File: src/lcfw_pkg.sv
package lcfw_pkg;

  // field widths of the request and result items
  localparam int AMOUNT_BITS = 16;
  localparam int TAG_BITS    = 8;

  // at most this many waiters are woken for one request
  localparam int MAX_WAKE      = 16;
  localparam int WAKE_CNT_BITS = $clog2(MAX_WAKE + 1);

  // request commands
  localparam logic CMD_PUT = 1'b0;
  localparam logic CMD_GET = 1'b1;

  // result status codes
  localparam logic [1:0] ST_GRANTED  = 2'd0;
  localparam logic [1:0] ST_QUEUED   = 2'd1;
  localparam logic [1:0] ST_REJECTED = 2'd2;
  localparam logic [1:0] ST_WOKEN    = 2'd3;

  // configuration register indexes
  localparam logic CFG_CAPACITY   = 1'b0;
  localparam logic CFG_INIT_LEVEL = 1'b1;

  typedef struct packed {
    logic                   command;
    logic [AMOUNT_BITS-1:0] amount;
    logic [TAG_BITS-1:0]    tag;
  } request_t;

  typedef struct packed {
    logic [1:0]             status;
    logic                   kind;
    logic [TAG_BITS-1:0]    owner_tag;
    logic [AMOUNT_BITS-1:0] level_after;
    logic                   last;
  } result_t;

  // one queued waiter
  typedef struct packed {
    logic [AMOUNT_BITS-1:0] amount;
    logic [TAG_BITS-1:0]    tag;
  } waiter_t;

  // controller to datapath
  typedef struct packed {
    logic load;
    logic eval;
    logic wake;
  } ctrl_cmd_t;

  // datapath to controller
  typedef struct packed {
    logic granted;
    logic can_wake;
  } dp_stat_t;

endpackage

File: src/lcfw_queue.sv
module lcfw_queue import lcfw_pkg::*; #(
  parameter int DEPTH = 16
) (
  input  logic    clk,
  input  logic    rst,
  input  logic    push,
  input  logic    pop,
  input  waiter_t push_data,
  output waiter_t head,
  output logic    empty,
  output logic    full
);

  localparam int PTR_BITS = (DEPTH > 1) ? $clog2(DEPTH) : 1;
  localparam int CNT_BITS = $clog2(DEPTH + 1);
  localparam logic [PTR_BITS-1:0] LAST_SLOT = PTR_BITS'(DEPTH - 1);
  localparam logic [CNT_BITS-1:0] FULL_CNT  = CNT_BITS'(DEPTH);

  waiter_t             mem [DEPTH];
  logic [PTR_BITS-1:0] rd_ptr;
  logic [PTR_BITS-1:0] rd_ptr_next;
  logic [PTR_BITS-1:0] wr_ptr;
  logic [CNT_BITS-1:0] count;

  // read pointer advances on pop, wrapping at the last slot
  always_comb begin
    rd_ptr_next = rd_ptr;
    if (pop) begin
      rd_ptr_next = (rd_ptr == LAST_SLOT) ? '0 : rd_ptr + 1'b1;
    end
  end

  // storage; head is read every cycle at the upcoming read pointer
  always_ff @(posedge clk) begin
    if (push) begin
      mem[wr_ptr] <= push_data;
    end
    head <= mem[rd_ptr_next];
  end

  // pointers and fill count
  always_ff @(posedge clk) begin
    if (rst) begin
      rd_ptr <= '0;
      wr_ptr <= '0;
      count  <= '0;
    end else begin
      rd_ptr <= rd_ptr_next;
      if (push) begin
        wr_ptr <= (wr_ptr == LAST_SLOT) ? '0 : wr_ptr + 1'b1;
      end
      if (push && !pop) begin
        count <= count + 1'b1;
      end else if (pop && !push) begin
        count <= count - 1'b1;
      end
    end
  end

  assign empty = (count == '0);
  assign full  = (count == FULL_CNT);

endmodule

File: src/lcfw_datapath.sv
module lcfw_datapath import lcfw_pkg::*; #(
  parameter int QUEUE_DEPTH = 16
) (
  input  logic                   clk,
  input  logic                   rst,
  input  ctrl_cmd_t              cmd,
  output dp_stat_t               stat,
  input  request_t               request,
  input  logic                   cfg_write,
  input  logic                   cfg_index,
  input  logic [AMOUNT_BITS-1:0] cfg_data,
  output logic                   result_valid,
  output result_t                result
);

  logic [AMOUNT_BITS-1:0]   level;
  logic [AMOUNT_BITS-1:0]   capacity;
  request_t                 req;
  result_t                  hold;
  logic [WAKE_CNT_BITS-1:0] wake_cnt;

  waiter_t put_front;
  waiter_t get_front;
  logic    put_empty;
  logic    put_full;
  logic    get_empty;
  logic    get_full;
  logic    push_put;
  logic    push_get;
  logic    pop_put;
  logic    pop_get;
  waiter_t push_data;

  logic [AMOUNT_BITS:0]   req_sum;
  logic                   req_fit;
  logic                   granted;
  logic [AMOUNT_BITS-1:0] level_grant;
  logic                   q_full;

  waiter_t                wake_head;
  logic                   wake_gets;
  logic                   wake_empty;
  logic [AMOUNT_BITS:0]   wake_sum;
  logic                   wake_fit;
  logic                   can_wake;
  logic [AMOUNT_BITS-1:0] level_wake;

  // request evaluation against the level
  always_comb begin
    req_sum = {1'b0, level} + {1'b0, req.amount};
    if (req.command == CMD_PUT) begin
      req_fit     = (req_sum <= {1'b0, capacity});
      granted     = put_empty && req_fit;
      level_grant = req_sum[AMOUNT_BITS-1:0];
      q_full      = put_full;
    end else begin
      req_fit     = (req.amount <= level);
      granted     = get_empty && req_fit;
      level_grant = level - req.amount;
      q_full      = get_full;
    end
  end

  // head of the opposite queue, checked for one wake step
  always_comb begin
    wake_gets  = (req.command == CMD_PUT);
    wake_head  = wake_gets ? get_front : put_front;
    wake_empty = wake_gets ? get_empty : put_empty;
    wake_sum   = {1'b0, level} + {1'b0, wake_head.amount};
    if (wake_gets) begin
      wake_fit   = (wake_head.amount <= level);
      level_wake = level - wake_head.amount;
    end else begin
      wake_fit   = (wake_sum <= {1'b0, capacity});
      level_wake = wake_sum[AMOUNT_BITS-1:0];
    end
    can_wake = !wake_empty && (wake_cnt < WAKE_CNT_BITS'(MAX_WAKE)) && wake_fit;
  end

  // queue controls
  assign push_data = '{amount: req.amount, tag: req.tag};
  assign push_put  = cmd.eval && !granted && (req.command == CMD_PUT) && !put_full;
  assign push_get  = cmd.eval && !granted && (req.command == CMD_GET) && !get_full;
  assign pop_put   = cmd.wake && can_wake && !wake_gets;
  assign pop_get   = cmd.wake && can_wake && wake_gets;

  assign stat.granted  = granted;
  assign stat.can_wake = can_wake;

  lcfw_queue #(.DEPTH(QUEUE_DEPTH)) u_put_q (
    .clk       (clk),
    .rst       (rst),
    .push      (push_put),
    .pop       (pop_put),
    .push_data (push_data),
    .head      (put_front),
    .empty     (put_empty),
    .full      (put_full)
  );

  lcfw_queue #(.DEPTH(QUEUE_DEPTH)) u_get_q (
    .clk       (clk),
    .rst       (rst),
    .push      (push_get),
    .pop       (pop_get),
    .push_data (push_data),
    .head      (get_front),
    .empty     (get_empty),
    .full      (get_full)
  );

  // level, capacity and control counters
  always_ff @(posedge clk) begin
    if (rst) begin
      level        <= '0;
      capacity     <= '1;
      wake_cnt     <= '0;
      result_valid <= 1'b0;
    end else begin
      result_valid <= 1'b0;
      if (cfg_write && (cfg_index == CFG_CAPACITY)) begin
        capacity <= cfg_data;
      end
      if (cfg_write && (cfg_index == CFG_INIT_LEVEL)) begin
        level <= cfg_data;
      end else if (cmd.eval && granted) begin
        level <= level_grant;
      end else if (cmd.wake && can_wake) begin
        level <= level_wake;
      end
      if (cmd.eval) begin
        wake_cnt <= '0;
      end else if (cmd.wake && can_wake) begin
        wake_cnt <= wake_cnt + 1'b1;
      end
      if ((cmd.eval && !granted) || cmd.wake) begin
        result_valid <= 1'b1;
      end
    end
  end

  // request latch, held result and output register
  always_ff @(posedge clk) begin
    if (cmd.load) begin
      req <= request;
    end
    if (cmd.eval) begin
      if (granted) begin
        hold <= '{status: ST_GRANTED, kind: req.command, owner_tag: req.tag,
                  level_after: level_grant, last: 1'b0};
      end else begin
        result <= '{status: q_full ? ST_REJECTED : ST_QUEUED, kind: req.command,
                    owner_tag: req.tag, level_after: level, last: 1'b1};
      end
    end
    if (cmd.wake) begin
      result <= '{status: hold.status, kind: hold.kind, owner_tag: hold.owner_tag,
                  level_after: hold.level_after, last: !can_wake};
      if (can_wake) begin
        hold <= '{status: ST_WOKEN, kind: wake_gets ? CMD_GET : CMD_PUT,
                  owner_tag: wake_head.tag, level_after: level_wake, last: 1'b0};
      end
    end
  end

  // a queued or rejected request always ends its item
  a_noqueue_last: assert property (@(posedge clk) disable iff (rst)
    (result_valid && (result.status == ST_QUEUED || result.status == ST_REJECTED))
      |-> result.last)
    else $error("queued or rejected result without last");

  // a granted put leaves the level within capacity
  a_put_fits: assert property (@(posedge clk) disable iff (rst)
    (cmd.eval && granted && (req.command == CMD_PUT) && !cfg_write) |=> (level <= capacity))
    else $error("granted put exceeds capacity");

  // wake count stays within the per-request limit
  a_wake_limit: assert property (@(posedge clk) disable iff (rst)
    wake_cnt <= WAKE_CNT_BITS'(MAX_WAKE))
    else $error("wake count above limit");

endmodule

File: src/lcfw_ctrl.sv
module lcfw_ctrl import lcfw_pkg::*; (
  input  logic      clk,
  input  logic      rst,
  input  logic      start,
  output logic      busy,
  input  dp_stat_t  stat,
  output ctrl_cmd_t cmd
);

  typedef enum logic [1:0] {
    IDLE,
    EVAL,
    WAKE
  } state_t;

  state_t state;
  state_t state_next;

  // next state
  always_comb begin
    case (state)
      IDLE:    state_next = start ? EVAL : IDLE;
      EVAL:    state_next = stat.granted ? WAKE : IDLE;
      WAKE:    state_next = stat.can_wake ? WAKE : IDLE;
      default: state_next = IDLE;
    endcase
  end

  // state and busy flag
  always_ff @(posedge clk) begin
    if (rst) begin
      state <= IDLE;
      busy  <= 1'b0;
    end else begin
      state <= state_next;
      busy  <= (state_next != IDLE);
    end
  end

  // commands to the datapath
  assign cmd.load = (state == IDLE) && start && !busy;
  assign cmd.eval = (state == EVAL);
  assign cmd.wake = (state == WAKE);

  // an accepted transfer always goes to evaluation
  a_accept_eval: assert property (@(posedge clk) disable iff (rst)
    (start && !busy) |=> (state == EVAL))
    else $error("accepted request not evaluated");

endmodule

File: src/level_container_with_fifo_waiters.sv
// queued or rejected request: one result, registered in the evaluation state
// granted request: first result from the wake state, then one woken waiter per cycle
// a new request is taken only when idle, after any wake loop has ended
// the wake loop takes opposite-queue heads one per cycle while they fit, up to MAX_WAKE
// synchronous reset: level 0, capacity all ones, both queues empty
// results are strobed for one cycle; the receiver cannot stall
module level_container_with_fifo_waiters import lcfw_pkg::*; #(
  parameter int QUEUE_DEPTH = 16
) (
  input  logic                   clk,
  input  logic                   rst,
  input  logic                   start,
  output logic                   busy,
  input  request_t               request,
  output logic                   result_valid,
  output result_t                result,
  input  logic                   cfg_write,
  input  logic                   cfg_index,
  input  logic [AMOUNT_BITS-1:0] cfg_data
);

  ctrl_cmd_t cmd;
  dp_stat_t  stat;

  lcfw_ctrl u_ctrl (
    .clk   (clk),
    .rst   (rst),
    .start (start),
    .busy  (busy),
    .stat  (stat),
    .cmd   (cmd)
  );

  lcfw_datapath #(.QUEUE_DEPTH(QUEUE_DEPTH)) u_dp (
    .clk          (clk),
    .rst          (rst),
    .cmd          (cmd),
    .stat         (stat),
    .request      (request),
    .cfg_write    (cfg_write),
    .cfg_index    (cfg_index),
    .cfg_data     (cfg_data),
    .result_valid (result_valid),
    .result       (result)
  );

endmodule
File: config.mk
export PLATFORM = sky130hd
export DESIGN_NAME = level_container_with_fifo_waiters
export DESIGN_NICKNAME = d
export VERILOG_FILES = /design/src/lcfw_pkg.sv /design/src/lcfw_queue.sv /design/src/lcfw_datapath.sv /design/src/lcfw_ctrl.sv /design/src/level_container_with_fifo_waiters.sv
export SDC_FILE = /design/constraint.sdc
export NUM_CORES = 1
export LEC_CHECK = 0
export BUFFER_PORTS_ARGS = -buffer_cell sky130_fd_sc_hd__clkbuf_2
export CORE_ASPECT_RATIO = 1.4
export CORE_MARGIN = 4
export CORE_UTILIZATION = 43
export DETAILED_ROUTE_END_ITERATION = 8
export PLACE_DENSITY = 0.63
export SLEW_MARGIN = 20
export SYNTH_ARGS = -nofsm -noshare
export SYNTH_HDL_FRONTEND = slang
export SYNTH_SLANG_ARGS = --single-unit
export TNS_END_PERCENT = 5
File: constraint.sdc
create_clock -name clk -period 8.6 [get_ports clk]
set_input_delay 1.72 -clock clk [delete_from_list [all_inputs] [get_ports clk]]
set_output_delay 1.72 -clock clk [all_outputs]
set_load 0.01 [all_outputs]
# After elaboration in Yosys (flattened, before gate mapping)
# Memory sizes are Yosys's and may differ from the RTL's. A register that Yosys moved wholly into a read port is not among the register bits.
# Index checks and enable logic that the tools add are counted.
[word_totals]
ff_bits = 148
ramBits = 768
input_bits = 46
out_inout_bits = 30
wordCells = 136
mem_count = 2
[op_classes]
n_addsub = 13
n_lt_le_gt_ge = 5
eq_ne = 9
muxes = 38
bitwise_logic = 2
n_reduce_logical = 42
[memory_table]
columns = ["name", "depth", "width", "rd", "rd_clocked_by_memory_dff", "wr", "line_no", "rtl"]
rows = [
  ["u_dp.u_get_q.mem", 16, 24, 1, 1, 1, "lcfw_queue.sv:19", "waiter_t mem [DEPTH];"],
  ["u_dp.u_put_q.mem", 16, 24, 1, 1, 1, "lcfw_queue.sv:19", ""],
]
[ops]
columns = ["cell", "count"]
rows = [
  ["two-way mux 28 bit", 7],
  ["two-way mux 16 bit", 5],
  ["adder 16 x 16 -> 17 bit", 2],
  ["<= comparator 17 x 16 -> 1 bit", 2],
  ["<= comparator 16 bit", 2],
  ["subtractor 16 bit", 2],
  ["two-way mux 24 bit", 1],
  ["two-way mux 4 bit", 6],
  ["logical AND 1 bit", 21],
  ["two-way mux 5 bit", 4],
  ["adder 4 x 1 -> 4 bit, second input constant", 4],
  ["equality test 4 bit, second input constant", 4],
  ["adder 5 x 1 -> 5 bit, second input constant", 3],
  ["two-way mux 1 bit", 11],
  ["equality test 5 bit, second input constant", 2],
  ["logical NOT 1 bit", 10],
  ["logical NOT 5 bit", 2],
  ["subtractor 5 x 1 -> 5 bit, second input constant", 2],
  ["nonzero test 2 bit", 4],
  ["two-way mux 2 bit", 3],
  ["one-hot mux 2 bit (3 select lines)", 1],
  ["less-than comparator 5 bit, second input constant", 1],
  ["nonzero test 3 bit", 1],
  ["equality test 2 x 1 -> 1 bit, second input constant", 1],
  ["7 further kinds", 8],
]

# Logic depth before layout (Yosys ltp)
[depth]
depth_word = 12
ltp_mapped = 33
ltp_nobuf = 28

# Modules after synthesis
# Synthesis repeated with hierarchy kept, for this count alone.
[unflattened]
cells_unflattened = 3115
hier_area_um2 = 41912.7
[modules_own_cells]
columns = ["mod", "instances", "cells_per_inst", "area_per_inst_um2", "seq_area_each_um2"]
rows = [
  ["lcfw_queue at u_dp.u_get_q", 1, 1152, 16489.6, 12271.8],
  ["lcfw_queue at u_dp.u_put_q", 1, 898, 16004.1, 12271.8],
  ["lcfw_datapath", 1, 1051, 9282.7, 2892.8],
  ["lcfw_ctrl", 1, 14, 136.4, 60.1],
]

# Least setup slack after synthesis
# OpenSTA, ideal clock, no wires.
[synth_timing]
kind = "reg2reg"
from = "register u_dp.req[24] (netlist bit)"
to = "register u_dp.u_put_q.count[4]"
setup_time_ns = 0.070
arrival_ns = 7.314
required_ns = 8.530
slack_ns = 1.216
path_stages_with_launch = 33
n_path_buf = 6
period_less_slack_ns = 7.384
path_cell_list = "edfxtp_1 > clkbuf_1 > buf_1 > clkbuf_1 > buf_1 > clkbuf_1 > mux2i_1 > ha_1 > clkbuf_1 > nand2b_1 > a21oi_1 > a2111oi_1 > o31ai_1 > o31ai_2 > and2_1 > nor2_1 > o21bai_1 > xnor2_1 > ha_1 > and3_1 > a211oi_1 > nor3_1 > a22o_1 > a211oi_4 > inv_2 > ha_1 > inv_1 > ha_1 > a21o_1 > a21oi_1 > xnor2_1 > or3_1 > a21oi_1"
[synth_between]
elab_chain_len = 10
word_cells_on_any_way = 23
cone_classes = "add/sub (1); order compare (2); mux (5); bitwise (1); reduce/logical (14)"
[synth_rtl]
columns = ["item", "line_no", "rtl"]
rows = [
  ["from (decl)", "lcfw_datapath.sv:18", "request_t req;"],
  ["from (signal assigned)", "lcfw_datapath.sv:145", "req <= request;"],
  ["two-way mux 24 bit", "lcfw_datapath.sv:67", "wake_head = wake_gets ? get_front : put_front;"],
  ["adder 16 x 16 -> 17 bit", "lcfw_datapath.sv:69", "wake_sum = {1'b0, level} + {1'b0, wake_head.amount};"],
  ["<= comparator 17 x 16 -> 1 bit", "lcfw_datapath.sv:74", "wake_fit = (wake_sum <= {1'b0, capacity});"],
  ["two-way mux 1 bit", "lcfw_datapath.sv:70", "if (wake_gets) begin"],
  ["logical AND 1 bit", "lcfw_datapath.sv:77", "can_wake = !wake_empty && (wake_cnt < WAKE_CNT_BITS'(MAX_WAKE)) && wake_fit;"],
  ["logical AND 1 bit (2 in a row)", "lcfw_datapath.sv:84", "assign pop_put = cmd.wake && can_wake && !wake_gets;"],
  ["logical NOT 1 bit", "lcfw_queue.sv:52", "if (push && !pop) begin"],
  ["logical AND 1 bit", "lcfw_queue.sv:52", ""],
  ["two-way mux 5 bit or nonzero test 2 bit (tied branches)", "n/a", ""],
  ["to (signal assigned)", "lcfw_queue.sv:53", "count <= count + 1'b1;"],
  ["to (signal assigned)", "lcfw_queue.sv:55", "count <= count - 1'b1;"],
  ["to (decl)", "lcfw_queue.sv:23", "logic [CNT_BITS-1:0] count;"],
]
# Parallel ways exist; a longest one is shown, timed or not.
# A chain may end at the register's enable or synchronous reset.

# Worst setup path after layout
[layout_timing]
from = "register u_dp.req[24] (netlist bit)"
to = "register u_dp.u_put_q.head[8] (netlist name)"
[layout_between]
elab_chain_len = 8
word_cells_on_any_way = 12
cone_classes = "add/sub (1); order compare (2); mux (4); reduce/logical (5)"
[layout_rtl]
columns = ["item", "line_no", "rtl"]
rows = [
  ["two-way mux 24 bit", "lcfw_datapath.sv:67", ""],
  ["adder 16 x 16 -> 17 bit", "lcfw_datapath.sv:69", ""],
  ["<= comparator 17 x 16 -> 1 bit", "lcfw_datapath.sv:74", ""],
  ["two-way mux 1 bit", "lcfw_datapath.sv:70", ""],
  ["logical AND 1 bit", "lcfw_datapath.sv:77", ""],
  ["logical AND 1 bit", "lcfw_datapath.sv:84", ""],
  ["logical AND 1 bit (*)", "lcfw_datapath.sv:84", ""],
  ["two-way mux 4 bit (*)", "lcfw_queue.sv:28", "if (pop) begin"],
]
# Every way passes the cells marked *; elsewhere a longest branch is shown, timed or not.

==> impl_metrics.csv <==
group,metric,value,unit
outcome,result_of_the_run,"finished clean",
grt,number_of_global_route_vias_before_repair,26770,
min_path,worst_hold_path_ep,"u_dp.hold[27]",
logic_synthesis,synth.yosys.seq_area_share,65.49,%
place,dp_hpwl,71680,um
cts,post-cts-setup-buffer-count,0,
routing,routed_wire_length_per_instance,25.35,um
critical_path,cp.required,9.19,ns
grt,grt_antenna_before_repair,3,
routing,routed_wl,119000,um
place,placedCellCount,4519,
cts,max-clock-path-buffers,3,
sta,timing_worst_slew_pin_value,1.136,ns
logic_synthesis,synth_top_area_share,58.72,%
grt,grt.total_usage,22.71,%
grt,largest_net_degree_at_the_start_of_global_routing,101,
sta,fin_setup_tns,0,ns
cells_and_area,drive_gt1_share,12.53,%
sta,setup_viol,0,
power_and_ir_drop,p_seq_share,50.5,%
sta,final_min_period_over_clock_period,87.78,%
place,final_weighted_congestion_in_routability_driven_placement,0.9028,
cts,holdBufCountCts,0,
die,core_area,96790,um2
min_path,worst_hold_startpoint,"u_dp.hold[27]",
power_and_ir_drop,sw_frac_of_total,23.52,%
die,floorplan.die.height,377.7,um
die,initial_utilization,43.38,%
logic_synthesis,synth_nets,3446,
logic_synthesis,synth_seq_cells,963,
logic_synthesis,number_of_flops_mapped_to_enable_cells_by_yosys,821,
critical_path,rr_startpoint,"u_dp.req[24]",
cells_and_area,num-fill-cells,8328,
grt,gr-total-overflow,0,
die,fp_rows,135,
cells_and_area,fin_nets,3483,
routing,drt_first_iter_violations,2532,
sta,slew_margin_rel,24.07,%
logic_synthesis,yosys.cell_types.count,93,
critical_path,timing.critical_path.fanout_max,21,
sta,hold_viol_final,0,
die,number_of_ports_placed_on_the_die_boundary,76,
critical_path,rr_worst_depth,25,
logic_synthesis,synth-async-reset-ratio,0,%
cells_and_area,synthToLayoutAreaGrowth,12.54,%
min_path,whs_path_depth,2,
cts,numClockSinks,963,
cells_and_area,number_of_cells_in_the_finished_layout_apart_from_fillers,4695,
cts,cts.reportedPaths.clkPinSlew,0.06,ns
logic_synthesis,ys_warn_count,0,
logic_synthesis,synth.most_common_cell,"sky130_fd_sc_hd__edfxtp_1",
sta,setup_skew,0.03572,ns
critical_path,cp-end-kind,"flip-flop",
cells_and_area,area_taken_by_multi_input_logic_gates,13500,um2
critical_path,r2r_end,"u_dp.u_put_q.head[8]",
sta,slew_viol_final,0,
die,die-area,102800,um2
die,chipWidth,272.1,um
critical_path,critPathLaunch,"u_dp.req[24]",
cts,root_buffer,"sky130_fd_sc_hd__clkbuf_16",
critical_path,arrival,8.14,ns
sta,finalWorstSetupSlack,1.051,ns
cts,cts_tree,"built",
power_and_ir_drop,comb_power_share,9.0,%
place,io_buffers,75,
place,pre_cts_ws,1.166,ns
power_and_ir_drop,peakVddDrop,151.7,uV
logic_synthesis,syn_inst,3275,
power_and_ir_drop,p_per_area,223.3,nW/um2
sta,fmaxAchievable,132.5,MHz
routing,via_count,27190,
logic_synthesis,synth.cell_area,41990,um2
cells_and_area,register_area,27500,um2
critical_path,reg2reg_slack,1.05,ns
power_and_ir_drop,p_leak,16.48,nW
routing,drt_pre_antenna_iters,5,
place,dpl-instance-area,44040,um2
power_and_ir_drop,p_sw,0.002481,W
logic_synthesis,synth.largest_area_cell,"sky130_fd_sc_hd__edfxtp_1",
power_and_ir_drop,share_clk_of_total_power,40.5,%
flow_run,max-cap-violations,0,
logic_synthesis,synth_top_cells_by_count,"sky130_fd_sc_hd__edfxtp_1 (821), sky130_fd_sc_hd__nand2_1 (387), sky130_fd_sc_hd__a211oi_1 (196)",
routing,post_detailed_route_count_of_antenna_violating_nets,0,
sta,fin_crit,7.549,ns
power_and_ir_drop,power.internal,0.008068,W
sta,rsz0062_at_grt,"false",
grt,grt_first_pass_wirelength,174000,um
routing,number_of_remaining_drc_errors,0,
cts,numCtsBuffers,92,
power_and_ir_drop,total_power,0.01055,W
logic_synthesis,synth_area_leaders,"sky130_fd_sc_hd__edfxtp_1 (59%), sky130_fd_sc_hd__dfxtp_1 (6.8%), sky130_fd_sc_hd__ha_1 (3.5%)",
critical_path,path_class,"reg2reg",
critical_path,worst_setup_sp_type,"flip-flop",
cts,cts-resized-gates,0,
logic_synthesis,ys_dominant_reg_cell,"sky130_fd_sc_hd__edfxtp_1",
logic_synthesis,syn-mean-instance-area,12.82,um2
routing,drt-vias-per-instance,5.791,
cells_and_area,postLayoutCellArea,47250,um2
cts,clock_insertion_delay_worst_skew,0.68,ns
min_path,hold_path.class,"reg2reg",
cts,htree_num_levels,3,
-- power by group through the flow --
stage | logic (W) | registers [W] | clock network (W)
after floorplan | 0.000609 | 0.00542 | 0
after global placement | 0.000931 | 0.00543 | 0
after detailed placement | 0.000942 | 0.00543 | 0
after CTS | 0.000946 | 0.00533 | 0.00434
after global routing | 0.00104 | 0.00534 | 0.00454
final | 0.000947 | 0.00533 | 0.00427
-- sequential cells by signal (all words and copies together), names as in the netlist, 2 cells and up --
name	cells
u_dp.push_data	24
u_dp.u_get_q.mem	384
u_ctrl.state	2
u_dp.u_put_q.count	5
u_dp.result	28
u_dp.u_get_q.rd_ptr	4
u_dp.capacity	16
u_dp.u_get_q.count	5
u_dp.u_put_q.wr_ptr	4
u_dp.hold	27
u_dp.u_get_q.wr_ptr	4
u_dp.u_put_q.head	24
u_dp.level	16
u_dp.wake_cnt	5
u_dp.u_get_q.head	24
u_dp.u_put_q.rd_ptr	4
u_dp.u_put_q.mem	384
-- critical path: stages (launching register included) --
cell and delay, ns:
sky130_fd_sc_hd__edfxtp_1 0.35, sky130_fd_sc_hd__buf_4 0.31, sky130_fd_sc_hd__mux2i_1 0.45, sky130_fd_sc_hd__ha_1 0.34, sky130_fd_sc_hd__nor2b_1 0.15, sky130_fd_sc_hd__o21ai_0 0.14, sky130_fd_sc_hd__a2111oi_1 0.53, sky130_fd_sc_hd__o31ai_1 0.26
sky130_fd_sc_hd__o31ai_2 0.37, sky130_fd_sc_hd__and2_1 0.20, sky130_fd_sc_hd__nor2_1 0.05, sky130_fd_sc_hd__o21bai_1 0.16, sky130_fd_sc_hd__xnor2_1 0.14, sky130_fd_sc_hd__ha_1 0.30, sky130_fd_sc_hd__and3_1 0.18, sky130_fd_sc_hd__a211oi_1 0.27
sky130_fd_sc_hd__nor2_1 0.09, sky130_fd_sc_hd__a22o_1 0.26, sky130_fd_sc_hd__a211oi_4 0.66, sky130_fd_sc_hd__inv_2 0.27, sky130_fd_sc_hd__nor4_4 0.48, sky130_fd_sc_hd__nor2_8 0.12, sky130_fd_sc_hd__nor2_2 0.82, sky130_fd_sc_hd__buf_4 0.33
sky130_fd_sc_hd__nor3_1 0.08, sky130_fd_sc_hd__o2bb2ai_1 0.15
-- layout by cell type, fill, tap and decap left out, types with 82 or more instances in the layout --
cell | netlist | routed
sky130_fd_sc_hd__a211oi_1 | 196 | 196
sky130_fd_sc_hd__a21oi_1 | 183 | 183
sky130_fd_sc_hd__and3_1 | 173 | 173
sky130_fd_sc_hd__buf_4 | 9 | 82
sky130_fd_sc_hd__clkbuf_16 | 0 | 93
sky130_fd_sc_hd__dfxtp_1 | 142 | 142
sky130_fd_sc_hd__edfxtp_1 | 821 | 821
sky130_fd_sc_hd__ha_1 | 119 | 119
sky130_fd_sc_hd__inv_1 | 104 | 104
sky130_fd_sc_hd__nand2_1 | 387 | 385
sky130_fd_sc_hd__nor2_1 | 156 | 129
sky130_fd_sc_hd__o21ai_0 | 127 | 126
-- routing by layer --
layer / GRT usage, % / wire length (um) / vias up
met5: 0 / 20 / -
li1: - / - / 12440
met3: 3.323 / 6494 / 206
met1: 27.44 / 46480 / 13670
met2: 40.36 / 60760 / 868
met4: 10.06 / 5252 / 2
-- final cells by class --
cell class / instances / area share, %
flip-flops and latches: 963 / 58.19
multi-input cells: 1991 / 28.56
clock buffers: 119 / 5.216
well taps: 1301 / 3.445
repair buffers: 159 / 2.182
clock inverters: 54 / 1.552
inverters: 105 / 0.8341
diodes: 3 / 0.01589
-- through the flow --
step                utilization (%)  hold WS, ns
floorplan                         -       0.4226
global placement              45.50       0.4382
detailed placement            45.50       0.4371
CTS                           48.80       0.4492
global route                  48.82       0.4824
finish                        48.82       0.4473
-- cells by family (layout without fill, tap and decap cells) --
logic type,after synthesis,in the layout,synth area share [%]
simple gates,891,891,9.998
buf+inv,321,437,3.138
mux,100,100,2.447
other cells,0,3,0
compound gates,805,805,13.63
fa+ha+maj,125,125,3.832
xor+xnor,70,70,1.460
flops,963,963,65.49
-- worst max-delay path by stage --
stage	end
finish	u_dp.u_put_q.head[8]
CTS	u_dp.u_put_q.head[8]
global route	u_dp.u_put_q.head[14]
global placement	u_dp.u_put_q.head[13]
detailed placement	u_dp.u_put_q.head[8]
floorplan	u_dp.u_put_q.count[4]
(Power assumes the default switching activity.)
